### src/hw/rtl/fidr_pkg.sv
// Package for the frequency and idle residency counter.
// Holds the sizes, the mode, status and register codes and the command and status
// structs shared by the controller, the datapath and the checker. No dependencies.
package fidr_pkg;

   // Matrix dimensions.
   localparam int MAX_LEVELS = 32;
   localparam int MAX_IDLE   = 8;
   localparam int CELLS      = MAX_LEVELS * MAX_IDLE;

   localparam int LEVEL_W = $clog2(MAX_LEVELS);
   localparam int IDLE_W  = $clog2(MAX_IDLE);
   localparam int ADDR_W  = $clog2(CELLS);
   localparam int K_W     = (LEVEL_W > IDLE_W) ? LEVEL_W : IDLE_W;
   localparam int NF_W    = $clog2(MAX_LEVELS + 1);
   localparam int NI_W    = $clog2(MAX_IDLE + 1);

   // Item fields.
   localparam int MODE_W   = 3;
   localparam int KHZ_W    = 22;
   localparam int VALUE_W  = 64;
   localparam int STATUS_W = 2;

   // Configuration port.
   localparam int FREQ_COUNT_W = 6;
   localparam int IDLE_COUNT_W = 4;
   localparam int CSR_INDEX_W  = 2;
   localparam int CSR_DATA_W   = 6;

   // Division by 1000, one 4-bit digit per step.
   localparam int DIVISOR     = 1000;
   localparam int DIV_DIGIT_W = 4;
   localparam int DIV_RADIX   = 1 << DIV_DIGIT_W;
   localparam int DIV_REM_W   = $clog2(DIVISOR);
   localparam int DIV_X_W     = DIV_REM_W + DIV_DIGIT_W;
   localparam int DIV_STEPS   = VALUE_W / DIV_DIGIT_W;
   localparam int DIV_CNT_W   = $clog2(DIV_STEPS);

   // Quotient widths that feed the weighting multiplier.
   localparam int MHZ_W   = $clog2(((1 << KHZ_W) - 1) / DIVISOR + 1);
   localparam int QCELL_W = VALUE_W - $clog2(DIVISOR) + 1;

   // Item modes.
   localparam logic [MODE_W-1:0] MODE_TICK        = 3'd0;
   localparam logic [MODE_W-1:0] MODE_SET_IDLE    = 3'd1;
   localparam logic [MODE_W-1:0] MODE_SET_FREQ    = 3'd2;
   localparam logic [MODE_W-1:0] MODE_LOAD_KHZ    = 3'd3;
   localparam logic [MODE_W-1:0] MODE_READ_CELL   = 3'd4;
   localparam logic [MODE_W-1:0] MODE_LEVEL_TOTAL = 3'd5;
   localparam logic [MODE_W-1:0] MODE_WEIGHTED    = 3'd6;

   // Result status codes.
   localparam logic [STATUS_W-1:0] ST_OK       = 2'd0;
   localparam logic [STATUS_W-1:0] ST_RANGE    = 2'd1;
   localparam logic [STATUS_W-1:0] ST_DISABLED = 2'd2;

   // Configuration register indexes.
   localparam logic [CSR_INDEX_W-1:0] CSR_ENABLE     = 2'd0;
   localparam logic [CSR_INDEX_W-1:0] CSR_FREQ_COUNT = 2'd1;
   localparam logic [CSR_INDEX_W-1:0] CSR_IDLE_COUNT = 2'd2;

   // Counter memory read address sources.
   localparam logic [1:0] RD_TICK   = 2'd0;
   localparam logic [1:0] RD_SUM    = 2'd1;
   localparam logic [1:0] RD_WEIGHT = 2'd2;

   typedef struct packed {
      logic                capture;
      logic                acc_clr;
      logic                acc_add_cell;
      logic                acc_add_prod;
      logic                k_load;
      logic                k_from_req;
      logic                k_inc;
      logic                set_idle;
      logic                set_freq;
      logic                load;
      logic                tick_wr;
      logic                div_start;
      logic                rsp_load;
      logic [1:0]          rd_sel;
      logic [STATUS_W-1:0] status;
   } fidr_cmd_type;

   typedef struct packed {
      logic enable;
      logic idle_ok;
      logic freq_ok;
      logic load_ok;
      logic k_last_idle;
      logic k_last_level;
      logic div_done;
   } fidr_stat_type;

endpackage

### src/hw/rtl/fidr_ctrl.sv
// Controller state machine of the residency counter.
// Sequences ticks, queries and the weighted walk; drives fidr_dp through a command
// struct and reads its status struct. Depends on fidr_pkg.
module fidr_ctrl (
   input  logic                              clock,
   input  logic                              reset,
   input  logic                              req_valid,
   output logic                              req_ready,
   input  logic [fidr_pkg::MODE_W-1:0]       req_mode,
   output logic                              rsp_valid,
   input  logic                              rsp_ready,
   input  fidr_pkg::fidr_stat_type           stat,
   output fidr_pkg::fidr_cmd_type            cmd
);

   localparam logic [3:0] S_IDLE    = 4'd0;
   localparam logic [3:0] S_TICK_RD = 4'd1;
   localparam logic [3:0] S_TICK_WR = 4'd2;
   localparam logic [3:0] S_SUM_RD  = 4'd3;
   localparam logic [3:0] S_SUM_ACC = 4'd4;
   localparam logic [3:0] S_W_RD    = 4'd5;
   localparam logic [3:0] S_W_START = 4'd6;
   localparam logic [3:0] S_W_DIV   = 4'd7;
   localparam logic [3:0] S_W_ACC   = 4'd8;
   localparam logic [3:0] S_DONE    = 4'd9;

   logic [3:0]                    state_ff, state_in;
   logic                          one_cell_ff, one_cell_in;
   logic [fidr_pkg::STATUS_W-1:0] status_ff, status_in;
   logic                          rsp_valid_ff, rsp_valid_in;
   logic                          accept;

   assign req_ready = (state_ff == S_IDLE);
   assign accept    = req_valid & req_ready;

   always_comb begin
      cmd          = '0;
      cmd.rd_sel   = fidr_pkg::RD_TICK;
      cmd.status   = status_ff;
      state_in     = state_ff;
      one_cell_in  = one_cell_ff;
      status_in    = status_ff;
      rsp_valid_in = rsp_valid_ff & ~rsp_ready;

      case (state_ff)
         S_IDLE: begin
            if (accept) begin
               case (req_mode)
                  fidr_pkg::MODE_TICK: begin
                     if (stat.enable) begin
                        state_in = S_TICK_RD;
                     end
                  end
                  fidr_pkg::MODE_SET_IDLE: begin
                     cmd.set_idle = stat.enable & stat.idle_ok;
                  end
                  fidr_pkg::MODE_SET_FREQ: begin
                     cmd.set_freq = stat.enable & stat.freq_ok;
                  end
                  fidr_pkg::MODE_LOAD_KHZ: begin
                     cmd.load = stat.load_ok;
                  end
                  fidr_pkg::MODE_READ_CELL, fidr_pkg::MODE_LEVEL_TOTAL,
                  fidr_pkg::MODE_WEIGHTED: begin
                     cmd.capture    = 1'b1;
                     cmd.acc_clr    = 1'b1;
                     cmd.k_load     = 1'b1;
                     cmd.k_from_req = (req_mode == fidr_pkg::MODE_READ_CELL);
                     one_cell_in    = (req_mode == fidr_pkg::MODE_READ_CELL);
                     status_in      = fidr_pkg::ST_OK;
                     if (!stat.enable) begin
                        status_in = fidr_pkg::ST_DISABLED;
                        state_in  = S_DONE;
                     end else if (req_mode == fidr_pkg::MODE_WEIGHTED) begin
                        state_in = S_W_RD;
                     end else if (stat.freq_ok &&
                                  (stat.idle_ok || req_mode != fidr_pkg::MODE_READ_CELL)) begin
                        state_in = S_SUM_RD;
                     end else begin
                        status_in = fidr_pkg::ST_RANGE;
                        state_in  = S_DONE;
                     end
                  end
                  default: begin
                  end
               endcase
            end
         end
         S_TICK_RD: begin
            state_in = S_TICK_WR;
         end
         S_TICK_WR: begin
            cmd.tick_wr = 1'b1;
            state_in    = S_IDLE;
         end
         S_SUM_RD: begin
            cmd.rd_sel = fidr_pkg::RD_SUM;
            state_in   = S_SUM_ACC;
         end
         S_SUM_ACC: begin
            cmd.acc_add_cell = 1'b1;
            if (one_cell_ff || stat.k_last_idle) begin
               state_in = S_DONE;
            end else begin
               cmd.k_inc = 1'b1;
               state_in  = S_SUM_RD;
            end
         end
         S_W_RD: begin
            cmd.rd_sel = fidr_pkg::RD_WEIGHT;
            state_in   = S_W_START;
         end
         S_W_START: begin
            cmd.div_start = 1'b1;
            state_in      = S_W_DIV;
         end
         S_W_DIV: begin
            if (stat.div_done) begin
               state_in = S_W_ACC;
            end
         end
         S_W_ACC: begin
            cmd.acc_add_prod = 1'b1;
            if (stat.k_last_level) begin
               state_in = S_DONE;
            end else begin
               cmd.k_inc = 1'b1;
               state_in  = S_W_RD;
            end
         end
         S_DONE: begin
            if (!rsp_valid_ff || rsp_ready) begin
               cmd.rsp_load = 1'b1;
               rsp_valid_in = 1'b1;
               state_in     = S_IDLE;
            end
         end
         default: begin
            state_in = S_IDLE;
         end
      endcase
   end

   always_ff @(posedge clock) begin
      if (reset) begin
         state_ff     <= S_IDLE;
         one_cell_ff  <= 1'b0;
         status_ff    <= fidr_pkg::ST_OK;
         rsp_valid_ff <= 1'b0;
      end else begin
         state_ff     <= state_in;
         one_cell_ff  <= one_cell_in;
         status_ff    <= status_in;
         rsp_valid_ff <= rsp_valid_in;
      end
   end

   assign rsp_valid = rsp_valid_ff;

endmodule

### config.mk
export PLATFORM = sky130hd
export DESIGN_NAME = fidr_ctrl
export DESIGN_NICKNAME = d
export VERILOG_FILES = /design/src/hw/rtl/fidr_pkg.sv /design/src/hw/rtl/fidr_ctrl.sv
export SDC_FILE = /design/constraint.sdc
export NUM_CORES = 1
export LEC_CHECK = 0
export ABC_CLOCK_PERIOD_IN_PS = 2820
export BUFFER_PORTS_ARGS = -buffer_cell sky130_fd_sc_hd__buf_2
export CORE_MARGIN = 2
export CORE_UTILIZATION = 47
export CTS_BUF_LIST = sky130_fd_sc_hd__clkbuf_2 sky130_fd_sc_hd__clkbuf_4 sky130_fd_sc_hd__clkbuf_8
export CTS_CLUSTER_DIAMETER = 120
export DETAILED_ROUTE_END_ITERATION = 6
export PLACE_DENSITY = 0.77
export SLEW_MARGIN = 20
export SYNTH_ARGS = -nofsm -noshare
export SYNTH_HDL_FRONTEND = slang
export SYNTH_SLANG_ARGS = --single-unit
### constraint.sdc
create_clock -name clock -period 2.82 [get_ports clock]
set_clock_uncertainty 0.2 [all_clocks]
set_input_delay 0.846 -clock clock [delete_from_list [all_inputs] [get_ports clock]]
set_output_delay 0.846 -clock clock [all_outputs]
set_load 0.02 [all_outputs]
======== Yosys cells after proc, flatten, opt, wreduce, memory -nomap -nowiden ========
Cells that the tools add are included.
operators by class
  equality and inequality tests ........... 21
  multiplexer cells ....................... 37
  bitwise gates (word level) .............. 5
  reductions and logical operators ........ 10
operators by type and width
  cell                  number
  $mux W4               9
  $pmux W4 S9           1
  $eq A4 B3 Y1 const B  4
  $mux W1               15
  $mux W2               7
  $eq A3 B3 Y1 const B  3
  $eq A4 B2 Y1 const B  2
  $eq A4 B4 Y1 const B  2
  $pmux W4 S2           1
  $eq A3 B2 Y1 const B  2
  $mux W3               2
  $ne A3 B3 Y1 const B  2
  $reduce_and A5 Y1     1
  $and A1 B1 Y1         4
  $eq A4 B1 Y1 const B  1
  $logic_not A4 Y1      1
  $ne A2 B2 Y1 const B  2
  $pmux W2 S2           1
  $eq A3 B1 Y1 const B  1
  $logic_not A3 Y1      1
  $logic_or A1 B1 Y1    3
  $ne A3 B1 Y1 const B  1
  $reduce_and A3 Y1     1
  $reduce_or A3 Y1      1
  other kinds (5)       5
storage, ports and cells
  bits in registers ....................... 8
  bits of input ports ..................... 14
  output and inout bits ................... 19
  word-level logic and storage cells ...... 77

======== Logic depth before layout (Yosys ltp) ========
  word-level depth ........................ 9
  mapped depth ............................ 6
  mapped depth without buffers ............ 5

======== Worst setup path before layout ========
OpenSTA, ideal clock, no wires.
  path type ............................... register to output
  start ................................... register state_ff[3]
  end ..................................... output port cmd[8] (netlist name)
  arrival time ............................ 1734 ps
  data required time ...................... 1774 ps
  setup slack ............................. 40 ps
  stages on the path, launching flop included .. 6
  path buffers ............................ 1
  cells stage by stage .................... dfxtp_1 > buf_6 > nor4_4 > nand2_2 > or3_4 > nor3_2
RTL lines
  element                   line              RTL
  start: declaration        fidr_ctrl.sv:27   logic [3:0] state_ff, state_in;
  start signal: assignment  fidr_ctrl.sv:151  state_ff <= state_in;
  end: declaration          fidr_ctrl.sv:13   output fidr_pkg::fidr_cmd_type cmd

==> impl_summary.log <==
INFO  metric grt_pass1_wl = 3060 um
INFO  metric synthCells = 93
INFO  metric layout_common_cells = buf_2, nor2_1, dfxtp_1, a21oi_1
INFO  metric die_h = 42.0 um
INFO  metric clock_tree.buffer_depth = 2
INFO  metric worstSetupStartpointType = primary input
INFO  metric gpl.final_weighted_congestion = 0.816
INFO  metric core-area = 1320 um2
INFO  metric timing.critical_path.to_type = primary output
INFO  metric number_of_synthesized_flops_with_an_enable_pin = 0
INFO  metric crit_path_max_incr_delay = 0.39 ns
INFO  metric critPathArrivalTime = 1.69 ns
INFO  metric cp.required = 1.77 ns
INFO  metric initial_utilization = 0.514
INFO  metric detail_route.wirelength = 1910 um
INFO  metric tritoncts = yes
INFO  metric dp_worst_setup_slack = 0.0565 ns
INFO  metric fin_crit = 2.73 ns
INFO  metric detail_route.first_pass.iterations = 4
INFO  metric dominant_delay_contributor_by_cell_family_on_the_critical_path = simple AND/OR/NAND/NOR gates
INFO  metric syn_to_final_growth = 32.5%
INFO  metric boundaryPins = 33
INFO  metric numCtsBuffers = 3
INFO  metric yosys_warnings = 0
INFO  metric avg_wl_per_cell = 13.5 um
INFO  metric ys_async_sr_fraction = 0
INFO  metric die_area = 1760 um2
INFO  metric pwr_density_cell = 410 nW/um2
INFO  metric number_of_rows_in_the_core_area = 13
INFO  metric finalHoldViolations = 0
INFO  metric final_min_period_over_clock_period = 0.969
INFO  metric max_slew.worst_pin.slew = 0.343 ns
INFO  metric drtIter0Drc = 28
INFO  metric cts_setup_buffers = 0
INFO  metric power.ir.vdd_worst = 0.275 mV
INFO  metric path_clk_slew = 0.06 ns
INFO  metric critPathBufInv = 3
INFO  metric final_util = 0.681
INFO  metric ys_seq_area_frac = 0.237
INFO  metric num_vias = 830
INFO  metric via_per_inst = 5.85
INFO  metric port_buffers = 32
INFO  metric count_of_cell_types_in_the_netlist = 39
INFO  metric crit_fanout = 3
INFO  metric timing.slew.headroom = 0.769
INFO  metric fp.dieW = 42.0 um
INFO  metric antenna_found_initial = 0
INFO  metric drc_errors = 0
INFO  metric grt_overflow = 0
INFO  metric mappedNetlistArea = 677 um2
INFO  metric synth_nets = 107
INFO  metric rsz0062_at_grt = no
INFO  metric drv_cap = 0
INFO  metric ffs_latches_synth = 8
INFO  metric setup_slack = 0.0867 ns
INFO  metric min_path_type = reg2reg
INFO  metric grt_start_max_net_pins = 13
INFO  metric insertion_delay = 0.25 ns
INFO  metric timing_max_transition_violations_final = 0
INFO  metric drive_gt1_frac = 0.370
INFO  metric worst-setup-path-type = in2out
INFO  metric outcome = complete, no violations
INFO  metric totalNegativeSetupSlack = 0 ns
INFO  metric dp_hpwl = 1440 um
INFO  metric setup_viol_count_final = 0
INFO  metric lkg_pwr = 0.000412 uW
INFO  metric clock_sinks = 8
INFO  metric nNetsFinal = 143
INFO  metric cpMaxStageDelayCell = or3_4
INFO  metric drt.antenna.violating_nets = 0
INFO  metric synthFlopType = dfxtp_1
INFO  metric final_common_cell = buf_2
INFO  metric max_clock_freq = 366 MHz
INFO  metric first_global_vias = 716
INFO  metric cts_root_buffer = clkbuf_4
INFO  metric grt_util_all_layers = 0.227
INFO  metric num_antenna_cells = 0
INFO  metric synth.avg_cell_area = 7.28 um2
INFO  metric cts-htree-levels = 1
INFO  metric crit_path_cell_trace = buf_2 > inv_1 > or3_4 > nor3_4 > buf_6
==> worst register-to-register path, delay by kind of cell, from the launching register on <==
family	cells	cell delay (ns)
AO/OA/AOI/OAI	1	0.06
buffers and inverters	1	0.17
flip-flops	1	0.38
AND/OR/NAND/NOR	3	0.87
==> cell families (layout without fill, tap and decap cells) <==
| kind of cell | count (synthesis) | after routing | synth area share |
|---|---|---|---|
| buf+inv | 9 | 43 | 0.0739 |
| simple gates | 47 | 47 | 0.403 |
| compound gates | 29 | 29 | 0.287 |
| flops | 8 | 8 | 0.237 |
==> metrics by stage <==
stage	hold WS (ns)	power (uW)	instance area [um2]	cells
after global routing	0.298	394	897	142
after floorplan	0.282	228	677	93
after global placement	0.246	272	858	139
final	0.290	368	897	142
after detailed placement	0.284	275	858	139
after CTS	0.292	364	881	142
==> cells in the mapped netlist (all sizes together), types with 2 or more instances <==
cell type | instances | area share
nor2 | 13 | 0.072
dfxtp | 8 | 0.24
a21oi | 7 | 0.052
nand2 | 7 | 0.043
nor3 | 6 | 0.052
o21ai | 6 | 0.044
buf | 5 | 0.052
nand2b | 4 | 0.037
or3 | 4 | 0.044
a211oi | 3 | 0.033
nor3b | 3 | 0.033
or2b | 3 | 0.033
a21o | 2 | 0.022
clkbuf | 2 | 0.011
inv | 2 | 0.011
or2 | 2 | 0.018
==> per-layer routing <==
layer  wire (um)  track usage  vias up
met5           0            0        -
met4          51        0.116        0
met3         109       0.0565        6
met2         973        0.391       42
met1         775        0.256      373
li1            -            -      409
==> area by class of cell <==
type	instances	area (um2)
multi-input combinational	76	477
fill	117	420
timing repair buffer	38	211
sequential	8	160
clock buffer	3	22.5
tap	15	18.8
inverter	2	7.51
==> power by group <==
part / switching (uW) / leakage, uW / total [uW] / internal [uW]
registers: 7.17 / 0.0000650 / 127 / 120
logic: 89.0 / 0.000333 / 151 / 62.0
clock network: 40.4 / 0.0000138 / 89.2 / 48.8
==> final timing paths <==
path                              startpoint           end  slack [ns]  cells past startpoint
worst max-delay path             req_mode[1]        cmd[8]        0.09                      5
worst min register to register  status_ff[0]  status_ff[0]        0.29                      2
worst max register to register   state_ff[3]   state_ff[3]        1.05                      5
worst min-delay path            status_ff[0]  status_ff[0]        0.29                      2
==> sequential cells by signal, indices dropped and copies added, names as in the netlist <==
signal / flops
state_ff: 4
one_cell_ff: 1
rsp_valid: 1
status_ff: 2
==> repair_timing <==
action	in CTS	in global routing
hold buffers	0	0
resized for setup	0	4
setup endpoints to repair	0	4
Power figures use the tool's default switching activity.
